`src/sv/slcd_pkg.sv`:
```
// Package: shared types and constants for the sync/length/checksum deframer.
package slcd_pkg;

    // Frame constants
    localparam int unsigned MIN_FRAME_LENGTH = 11;
    localparam logic [15:0] SYNC_WORD        = 16'h4B44;
    localparam logic [7:0]  SYNC_FIRST       = SYNC_WORD[7:0];
    localparam logic [7:0]  SYNC_SECOND      = SYNC_WORD[15:8];
    localparam logic [7:0]  BROADCAST_ADDR   = 8'hFF;

    // Byte positions inside a frame
    localparam logic [15:0] POS_LEN_LOW  = 16'd2;
    localparam logic [15:0] POS_LEN_HIGH = 16'd3;
    localparam logic [15:0] POS_DEST     = 16'd4;
    localparam logic [15:0] POS_SOURCE   = 16'd5;
    localparam logic [15:0] POS_MESSAGE  = 16'd6;
    localparam logic [15:0] POS_REF      = 16'd7;
    localparam logic [15:0] POS_CMD_LOW  = 16'd8;
    localparam logic [15:0] POS_CMD_HIGH = 16'd9;

    // Configuration register indexes
    localparam int unsigned CFG_INDEX_W = 1;
    localparam int unsigned CFG_DATA_W  = 16;
    localparam logic [CFG_INDEX_W-1:0] CFG_OWN_ADDRESS     = 1'd0;
    localparam logic [CFG_INDEX_W-1:0] CFG_MAX_FRAME_LENGTH = 1'd1;

    // Configuration reset values
    localparam logic [7:0]  OWN_ADDRESS_RESET      = 8'd1;
    localparam logic [15:0] MAX_FRAME_LENGTH_RESET = 16'd1024;

    // Result item kinds
    localparam logic KIND_PAYLOAD = 1'b0;
    localparam logic KIND_VERDICT = 1'b1;

    // Verdict codes
    typedef enum logic [1:0] {
        VERDICT_OK        = 2'd0,
        VERDICT_CHECKSUM  = 2'd1,
        VERDICT_WRONG_DST = 2'd2
    } verdict_t;

    // Receive phases
    typedef enum logic [1:0] {
        PH_HUNT   = 2'd0,
        PH_SYNC2  = 2'd1,
        PH_LENGTH = 2'd2,
        PH_BODY   = 2'd3
    } phase_t;

    // One result item
    typedef struct packed {
        logic        item_kind;
        logic [15:0] payload_length;
        logic [15:0] command_code;
        logic [7:0]  reference_number;
        logic [7:0]  message_number;
        logic [7:0]  source_address;
        logic [7:0]  dest_address;
        verdict_t    verdict;
        logic [7:0]  payload_byte;
    } result_t;

    localparam int unsigned TDATA_W = 80;

endpackage

```
`src/sv/sync_length_checksum_deframer.sv`:
```
// Top level: sync-word / length / checksum frame deframer with skid output.
//
//  channel   dir  handshake              payload
//  s_        in   s_tvalid / s_tready    s_tdata: received byte
//  m_        out  m_tvalid / m_tready    m_tdata: payload byte and header, m_tuser: kind
//  cfg_      in   cfg_valid / cfg_ready  cfg_index, cfg_data
//
// One byte per cycle while s_tready is high: each accepted byte updates the frame
// state as it is taken; its result, if any, is registered into the output register,
// or into the skid register behind it while the output is held, which keeps s_tready
// registered; input stalls only while both hold results. aresetn is synchronous,
// active low, and clears the frame state, the configuration and both output slots.
module sync_length_checksum_deframer
    import slcd_pkg::*;
(
    input  logic                   aclk,
    input  logic                   aresetn,
    // [7:0] rx_byte
    input  logic [7:0]             s_tdata,
    input  logic                   s_tvalid,
    output logic                   s_tready,
    // [7:0] payload_byte, [9:8] verdict, [17:10] dest_address,
    // [25:18] source_address, [33:26] message_number,
    // [41:34] reference_number, [57:42] command_code,
    // [73:58] payload_length, [79:74] zero
    output logic [TDATA_W-1:0]     m_tdata,
    // [0] item_kind
    output logic                   m_tuser,
    output logic                   m_tvalid,
    input  logic                   m_tready,
    input  logic                   cfg_valid,
    output logic                   cfg_ready,
    input  logic [CFG_INDEX_W-1:0] cfg_index,
    input  logic [CFG_DATA_W-1:0]  cfg_data
);

    // Configuration registers
    logic [7:0]  own_address_reg;
    logic [15:0] max_frame_length_reg;

    // Frame state
    phase_t      phase_reg, phase_next;
    logic [15:0] byte_position_reg, byte_position_next;
    logic [15:0] frame_length_reg, frame_length_next;
    logic [7:0]  running_sum_reg, running_sum_next;
    logic [7:0]  header_dest_reg, header_dest_next;
    logic [7:0]  header_source_reg, header_source_next;
    logic [7:0]  header_message_reg, header_message_next;
    logic [7:0]  header_reference_reg, header_reference_next;
    logic [15:0] header_command_reg, header_command_next;

    // Output slots
    result_t     out_reg, skid_reg;
    logic        out_valid_reg, skid_valid_reg;

    logic        in_fire;
    logic        res_valid;
    result_t     res;
    logic [7:0]  rx_byte;
    logic        out_free;

    assign rx_byte   = s_tdata;
    assign s_tready  = ~skid_valid_reg;
    assign in_fire   = s_tvalid & s_tready;
    assign cfg_ready = 1'b1;

    // Configuration writes; unknown indexes are dropped
    always_ff @(posedge aclk) begin
        if (!aresetn) begin
            own_address_reg      <= OWN_ADDRESS_RESET;
            max_frame_length_reg <= MAX_FRAME_LENGTH_RESET;
        end else if (cfg_valid && cfg_ready) begin
            unique case (cfg_index)
                CFG_OWN_ADDRESS:      own_address_reg      <= cfg_data[7:0];
                CFG_MAX_FRAME_LENGTH: max_frame_length_reg <= cfg_data;
                default: ;
            endcase
        end
    end

    // Frame state register
    always_ff @(posedge aclk) begin
        if (!aresetn) begin
            phase_reg            <= PH_HUNT;
            byte_position_reg    <= '0;
            frame_length_reg     <= '0;
            running_sum_reg      <= '0;
            header_dest_reg      <= '0;
            header_source_reg    <= '0;
            header_message_reg   <= '0;
            header_reference_reg <= '0;
            header_command_reg   <= '0;
        end else if (in_fire) begin
            phase_reg            <= phase_next;
            byte_position_reg    <= byte_position_next;
            frame_length_reg     <= frame_length_next;
            running_sum_reg      <= running_sum_next;
            header_dest_reg      <= header_dest_next;
            header_source_reg    <= header_source_next;
            header_message_reg   <= header_message_next;
            header_reference_reg <= header_reference_next;
            header_command_reg   <= header_command_next;
        end
    end

    // Next state and result for the byte on the input
    always_comb begin
        logic [15:0] len_full;

        phase_next            = phase_reg;
        byte_position_next    = byte_position_reg;
        frame_length_next     = frame_length_reg;
        running_sum_next      = running_sum_reg;
        header_dest_next      = header_dest_reg;
        header_source_next    = header_source_reg;
        header_message_next   = header_message_reg;
        header_reference_next = header_reference_reg;
        header_command_next   = header_command_reg;
        len_full              = {rx_byte, frame_length_reg[7:0]};

        res_valid            = 1'b0;
        res.item_kind        = KIND_PAYLOAD;
        res.payload_byte     = rx_byte;
        res.verdict          = VERDICT_OK;
        res.dest_address     = header_dest_reg;
        res.source_address   = header_source_reg;
        res.message_number   = header_message_reg;
        res.reference_number = header_reference_reg;
        res.command_code     = header_command_reg;
        res.payload_length   = frame_length_reg - 16'(MIN_FRAME_LENGTH);

        unique case (phase_reg)
            PH_HUNT: begin
                if (rx_byte == SYNC_FIRST) begin
                    running_sum_next   = SYNC_FIRST;
                    byte_position_next = 16'd1;
                    phase_next         = PH_SYNC2;
                end
            end
            PH_SYNC2: begin
                // A wrong second byte is retried as a first sync byte
                if (rx_byte == SYNC_SECOND) begin
                    running_sum_next   = running_sum_reg + rx_byte;
                    byte_position_next = POS_LEN_LOW;
                    phase_next         = PH_LENGTH;
                end else if (rx_byte == SYNC_FIRST) begin
                    running_sum_next   = SYNC_FIRST;
                    byte_position_next = 16'd1;
                end else begin
                    byte_position_next = '0;
                    phase_next         = PH_HUNT;
                end
            end
            PH_LENGTH: begin
                running_sum_next = running_sum_reg + rx_byte;
                if (byte_position_reg == POS_LEN_LOW) begin
                    frame_length_next  = {8'd0, rx_byte};
                    byte_position_next = POS_LEN_HIGH;
                end else begin
                    frame_length_next = len_full;
                    // Drop frames with an implausible length
                    if (len_full < 16'(MIN_FRAME_LENGTH) || len_full > max_frame_length_reg) begin
                        byte_position_next = '0;
                        phase_next         = PH_HUNT;
                    end else begin
                        byte_position_next = POS_DEST;
                        phase_next         = PH_BODY;
                    end
                end
            end
            PH_BODY: begin
                if (byte_position_reg == frame_length_reg - 16'd1) begin
                    // Checksum byte: report the verdict
                    res_valid        = 1'b1;
                    res.item_kind    = KIND_VERDICT;
                    res.payload_byte = '0;
                    if (rx_byte != running_sum_reg) begin
                        res.verdict = VERDICT_CHECKSUM;
                    end else if (header_dest_reg != own_address_reg &&
                                 header_dest_reg != BROADCAST_ADDR) begin
                        res.verdict = VERDICT_WRONG_DST;
                    end
                    byte_position_next = '0;
                    phase_next         = PH_HUNT;
                end else begin
                    running_sum_next   = running_sum_reg + rx_byte;
                    byte_position_next = byte_position_reg + 16'd1;
                    unique case (byte_position_reg)
                        POS_DEST:     header_dest_next      = rx_byte;
                        POS_SOURCE:   header_source_next    = rx_byte;
                        POS_MESSAGE:  header_message_next   = rx_byte;
                        POS_REF:      header_reference_next = rx_byte;
                        POS_CMD_LOW:  header_command_next   = {8'd0, rx_byte};
                        POS_CMD_HIGH: header_command_next   = {rx_byte, header_command_reg[7:0]};
                        default:      res_valid             = 1'b1;
                    endcase
                end
            end
            default: begin
                byte_position_next = '0;
                phase_next         = PH_HUNT;
            end
        endcase
    end

    // Output register with skid slot behind it
    assign out_free = m_tready | ~out_valid_reg;

    always_ff @(posedge aclk) begin
        if (!aresetn) begin
            out_valid_reg  <= 1'b0;
            skid_valid_reg <= 1'b0;
        end else if (out_free) begin
            if (skid_valid_reg) begin
                out_valid_reg  <= 1'b1;
                skid_valid_reg <= 1'b0;
            end else begin
                out_valid_reg <= in_fire & res_valid;
            end
        end else if (in_fire && res_valid) begin
            skid_valid_reg <= 1'b1;
        end
    end

    always_ff @(posedge aclk) begin
        if (out_free) begin
            if (skid_valid_reg) begin
                out_reg <= skid_reg;
            end else if (in_fire && res_valid) begin
                out_reg <= res;
            end
        end else if (in_fire && res_valid) begin
            skid_reg <= res;
        end
    end

    // Drive the result channel
    assign m_tvalid = out_valid_reg;
    assign m_tuser  = out_reg.item_kind;
    assign m_tdata  = {6'd0,
                       out_reg.payload_length,
                       out_reg.command_code,
                       out_reg.reference_number,
                       out_reg.message_number,
                       out_reg.source_address,
                       out_reg.dest_address,
                       out_reg.verdict,
                       out_reg.payload_byte};

`ifndef NO_ASSERTIONS
    // Skid slot only fills behind a held output
    a_skid_behind_out: assert property (@(posedge aclk) disable iff (!aresetn)
        skid_valid_reg |-> out_valid_reg)
        else $error("skid slot valid with empty output register");

    // A frame body always has a legal minimum length
    a_body_length: assert property (@(posedge aclk) disable iff (!aresetn)
        (phase_reg == PH_BODY) |-> (frame_length_reg >= 16'(MIN_FRAME_LENGTH)))
        else $error("frame body entered with short length");

    // The byte counter never passes the checksum byte
    a_body_position: assert property (@(posedge aclk) disable iff (!aresetn)
        (phase_reg == PH_BODY) |-> (byte_position_reg >= POS_DEST &&
                                    byte_position_reg < frame_length_reg))
        else $error("byte position outside frame body");

    // A verdict always ends the frame
    a_verdict_ends_frame: assert property (@(posedge aclk) disable iff (!aresetn)
        (in_fire && res_valid && res.item_kind == KIND_VERDICT) |=> (phase_reg == PH_HUNT))
        else $error("frame state not back to hunting after verdict");
`endif

endmodule

```
`config.mk`:
```
export PLATFORM = sky130hd
export DESIGN_NAME = sync_length_checksum_deframer
export DESIGN_NICKNAME = d
export VERILOG_FILES = /design/src/sv/slcd_pkg.sv /design/src/sv/sync_length_checksum_deframer.sv
export SDC_FILE = /design/constraint.sdc
export NUM_CORES = 1
export LEC_CHECK = 0
export ABC_AREA = 0
export BUFFER_PORTS_ARGS = -buffer_cell sky130_fd_sc_hd__buf_2
export CAP_MARGIN = 10
export CORE_MARGIN = 2
export CORE_UTILIZATION = 45
export CTS_CLUSTER_DIAMETER = 30
export DETAILED_ROUTE_END_ITERATION = 10
export PLACE_DENSITY = 0.62
export SYNTH_ARGS = -nofsm -noshare
export SYNTH_HDL_FRONTEND = slang
export SYNTH_SLANG_ARGS = --single-unit
```
`constraint.sdc`:
```
create_clock -name aclk -period 14.9 [get_ports aclk]
set_input_delay 0.745 -clock aclk [delete_from_list [all_inputs] [get_ports aclk]]
set_output_delay 0.745 -clock aclk [all_outputs]
set_load 0.02 [all_outputs]
```
# --- Word-level counts from Yosys, hierarchy flattened ---
# Index checks and enable logic that the tools add are counted.
classes:
  add_sub_neg: 4
  mul: 0
  n_div: 0
  magnitude_cmp: 2
  n_eq_ne: 21
  shift: 0
  mux: 32
  n_bitwise: 10
  n_reduce_logical: 23
ops:
  columns: ["operator", "count"]
  rows:
  - ["$mux 75", 2]
  - ["$eq 16x3->1 const B", 4]
  - ["$pmux 16 s4", 1]
  - ["$mux 16", 3]
  - ["$eq 16x4->1 const B", 2]
  - ["$pmux 16 s2", 1]
  - ["$pmux 8 s4", 1]
  - ["$mux 8", 3]
  - ["$mux 10", 2]
  - ["$reduce_and 4->1", 5]
  - ["$mux 2", 9]
  - ["$add 16x1->16 const B", 1]
  - ["$eq 16x16->1", 1]
  - ["$eq 16x2->1 const B", 1]
  - ["$eq 8x7->1 const B", 2]
  - ["$gt 16x16->1", 1]
  - ["$lt 16x4->1 const B", 1]
  - ["$ne 8x8->1", 2]
  - ["$sub 16x1->16 const B", 1]
  - ["$sub 16x4->16 const B", 1]
  - ["$reduce_and 2->1", 7]
  - ["$reduce_and 5->1", 2]
  - ["$add 8x8->8", 1]
  - ["$ne 2x2->1 const B", 4]
  - ["other kinds (17)", 34]
word_totals:
  register_bits: 266
  latchBits: 0
  ramBits: 0
  mem_bits_ro: 0
  elab_cells: 125
  n_memories: 0

# --- Logic depth before layout (Yosys ltp) ---
logic_depth:
  ltp_word: 8
  mapped_depth: 12

# --- Worst setup path after synthesis ---
# No wires, ideal clock.
synth_timing:
  path_kind: "reg2reg"
  start: "register frame_length_reg[0]"
  end: "register out_reg, in the netlist m_tdata[0] (enable)"
  setup_time_ps: 533
  arrival_time_ps: 6229
  required_time_ps: 14367
  path_slack_ps: 8138
  stages_incl_launch_ff: 11
  path_buffers: 1
  synth_period_minus_slack_ps: 6762
  cell_sequence: "dfxtp_1 buf_2 inv_1 ha_1 nor3b_2 mux2_2 o22ai_1 o22ai_1 nor4_2 o21ai_0 a21oi_1"
synth_between:
  elab_chain_len: 7
synth_lines:
  columns: ["element", "line", "source"]
  rows:
  - ["start, declared", "sync_length_checksum_deframer.sv:44", "logic [15:0] frame_length_reg, frame_length_next;"]
  - ["start signal, assigned", "sync_length_checksum_deframer.sv:96", "frame_length_reg <= frame_length_next;"]
  - ["$sub 16x1->16", "sync_length_checksum_deframer.sv:172", "if (byte_position_reg == frame_length_reg - 16'd1) begin"]
  - ["$eq 16x16->1", "sync_length_checksum_deframer.sv:172", null]
  - ["$mux 1", "sync_length_checksum_deframer.sv:172", null]
  - ["$mux 1", "sync_length_checksum_deframer.sv:132", "unique case (phase_reg)"]
  - ["$logic_and 1x1->1", "sync_length_checksum_deframer.sv:229", "end else if (in_fire && res_valid) begin"]
  - ["$reduce_bool 2->1 (no line)", null, null]
  - ["$reduce_and 2->1 (no line)", null, null]
  - ["end signal, assigned", "sync_length_checksum_deframer.sv:228", "out_reg <= skid_reg;"]
  - ["end signal, assigned", "sync_length_checksum_deframer.sv:230", "out_reg <= res;"]
  - ["end, declared", "sync_length_checksum_deframer.sv:53", "result_t out_reg, skid_reg;"]
# Every way passes these cells.
# A chain may end at the register's enable or synchronous reset.

# --- Worst setup path after layout ---
layout_timing:
  start: "register frame_length_reg[0]"
  end: "register out_reg, in the netlist m_tdata[4] (enable)"
# The elaborated chain is that of the path after synthesis.

==> metrics <==
largest net degree at the start of global routing=between 70 and 80; Critical Path End Type=flop; reg2reg end=m_tdata[4]$_DFFE_PP_; Vias/cell=between 5 and 6; CP Max Fanout=75; RePlAce Congestion=between 0.8 and 0.9; Core ar.=0.0260 mm^2; worst skew pair latency=between 0.5 and 0.6 ns; status=finished clean; layout net count=1,250; Area Overhead vs Synth=22.1%; commonest cells in the synthesized netlist=150 x edfxtp_1, 116 x dfxtp_1, 111 x nand2_1; Sw Pwr=0.443 mW; Power Dens Cells=~140 mW/mm^2; maximum VDD drop=~0.000080 V; cts repair resizes=0; global-route wire length before repair=between 40,000 and 50,000 um; total grt overflow=0; max reg flops=75; Final Hold Fails=0; Mean Syn Cell Area=between 10 and 15 um^2; Slew @ Worst Pin=between 1 and 1.5 ns; final setup margin=10.44 ns; initial antenna violation count=0; reg2reg setup slack=around 10 ns; fmax=about 220 MHz; Worst EP arrival=4.62 ns; ant diodes=0; Hold-fix buffers, CTS=0; layout cells sized above 1=between 20% and 30%; fin area=0.0145 mm^2; Pins Over Slew Limit=0; Clock Power Share=59.0%; hpwl dp=18,200 um; Top FF cell, synth=edfxtp_1; max-cap viol count=0; drt wl/cell=17.9 um; # setup viols final=0; Worst path max stage delay=0.72 ns; top cell type's share of synthesized area=37.9%; die area=0.0277 mm^2; Slew headroom=32.0%; Setup WS pre-CTS=10.43 ns; Post-CTS Setup Inserts=0; setup TNS=0 ns; Initial Util=45.8%; clk slew on worst S/H paths=0.04 ns; Final min period=4.46 ns; Worst path slowest cell=buf_4; Die Y=167 um; root buf cell=clkbuf_16; synthesized instance count=1,093; Worst Path Required=roughly 15 ns; Rows=59; post-placement cell area=approximately 0.013 mm^2; vias=approximately 8,600; H-tree levels=2; yosys warns=0; worst clock skew=approximately 0.019 ns; drt total wl=around 28,000 um; Post-synth EDFFs=150; Total GRT Usage=20.2%; most numerous cell in the Yosys netlist=edfxtp_1; Power Internal=1.64 mW; Iter 0 DRT Violations=approximately 640; Hold Crit Start=cfg_data[8]; First-pass DRT Iterations=5; Crit Reg-Reg Startpoint=frame_length_reg[0]$_SDFFE_PN0P_; DRC=0; vias in the first global route=8,355; chip width=167 um; # IOs=114; CTS tree=done; Pwr Total=~2.1 mW; register area share after synthesis=57.4%; Hold Crit Depth=3; Flop pwr share=37.5%; crit path cell chain=inv_1, ha_1, nor3b_2, mux2_2, o22ai_1, o22ai_1, nor4_4, buf_4, o21ai_0, a21oi_4, buf_4; RSZ-0062 raised after global routing=no; switch share=21.2%; synth top area cells=edfxtp_1 38%, dfxtp_1 20%, mux2_2 5.8%; Lkg Pwr=roughly 5.5 nW; period utilisation layout=29.9%; clock sinks=between 200 and 300; Startpoint Class=flop; Distinct cells, synth=67; Worst Hold End=max_frame_length_reg[8]$_SDFFE_PN0P_; Worst Reg-to-Reg Cells=11; asr flop ratio synth=0%; Clock Tree Buf Depth=3; Post-Syn Area=0.0119 mm^2; worst setup path class=flop to flop; Hold Path Class=primary input to flop; DRT antenna net count=0; Inserted Clock Buffers=between 50 and 60; count of state elements after synthesis=266; leading area contributor after synthesis=edfxtp_1; # port buffers=106; power share of the combinational group=3.4%
-- power by group through the flow --
stage	clock network, mW	registers [mW]	logic (mW)
after floorplan	0	0.796	0.0514
after global placement	0	0.797	0.0710
after detailed placement	0	0.797	0.0715
after CTS	1.25	0.784	0.0718
after global routing	1.29	0.784	0.0794
final	1.23	0.784	0.0717
-- critical path: cells and delay by family (launching register included) --
kind / cells / cell delay [ns]
adders and majority gates: 1 / 0.19
AOI/OAI and AO/OA: 4 / 0.99
and+or+nand+nor: 2 / 0.74
DFF: 1 / 0.38
muxes: 1 / 0.39
buffers and inverters: 3 / 1.27
-- final cells by class --
| cell class | count | area (um^2) |
|---|---|---|
| fill | 2246 | 11500 |
| sequential | 266 | 6830 |
| multi-input combinational | 719 | 4650 |
| clock buffer | 65 | 1430 |
| timing repair buffer | 115 | 598 |
| clock inverter | 37 | 463 |
| tap | 335 | 419 |
| inverter | 33 | 124 |
-- through the flow --
stage,instances,hold slack (ns),util [%]
5_1_grt,1570,0.429,55.9
3_5_place_dp,1468,0.441,48.6
6_report,1570,0.435,55.9
4_1_cts,1570,0.416,55.9
2_1_floorplan,1098,0.420,-
3_3_place_gp,1468,0.439,48.6
-- cells in the final DEF (no fill, tap or decap), types with 8 or more instances in the layout --
master | synthesis | routed
edfxtp_1 | 150 | 150
dfxtp_1 | 116 | 115
nand2_1 | 111 | 111
buf_2 | 7 | 106
a21oi_1 | 99 | 98
mux2_2 | 61 | 61
nand3_1 | 60 | 60
o21ai_0 | 58 | 58
nor2_1 | 56 | 56
clkbuf_16 | 0 | 55
inv_1 | 31 | 31
xnor2_1 | 30 | 30
xor2_1 | 30 | 30
ha_1 | 29 | 29
nor3_1 | 26 | 26
nand4_1 | 14 | 14
nor4_1 | 13 | 13
o31ai_1 | 12 | 12
clkinv_2 | 0 | 9
bufinv_16 | 0 | 9
buf_4 | 7 | 9
nor2b_1 | 9 | 8
a22o_1 | 8 | 8
clkbuf_1 | 53 | 8
-- worst max-delay path by stage --
stage	start	end	slack [ns]	cells after the start
2_1_floorplan	frame_length_reg[0]$_SDFFE_PN0P_	m_tdata[0]$_DFFE_PP_	8.14	10
3_3_place_gp	frame_length_reg[0]$_SDFFE_PN0P_	m_tdata[18]$_DFFE_PP_	10.53	11
3_5_place_dp	frame_length_reg[0]$_SDFFE_PN0P_	m_tdata[55]$_DFFE_PP_	10.43	11
4_1_cts	frame_length_reg[0]$_SDFFE_PN0P_	m_tdata[7]$_DFFE_PP_	10.43	11
5_1_grt	frame_length_reg[0]$_SDFFE_PN0P_	m_tdata[4]$_DFFE_PP_	10.14	11
6_report	frame_length_reg[0]$_SDFFE_PN0P_	m_tdata[4]$_DFFE_PP_	10.44	11
-- cells by family after synthesis --
group / count (synthesis) / synth area share (%)
adder cells (fa/ha/maj): 30 / 3.22
other: 2 / 0.0632
flip-flops: 266 / 57.4
AO/OA/AOI/OAI: 219 / 10.9
AND/OR/NAND/NOR: 342 / 14.3
buffers and inverters: 113 / 3.93
multiplexers: 61 / 5.78
XOR/XNOR: 60 / 4.42
-- per-layer routing --
layer / global-route usage [%] / vias up / wire length [um]
li1: - / 4155 / -
met1: 27.1 / 4085 / 12400
met2: 32.8 / 279 / 13200
met3: 3.92 / 57 / 1760
met4: 6.97 / 0 / 709
met5: 0 / - / 0
Note: power is estimated with default switching activity, not from simulation.
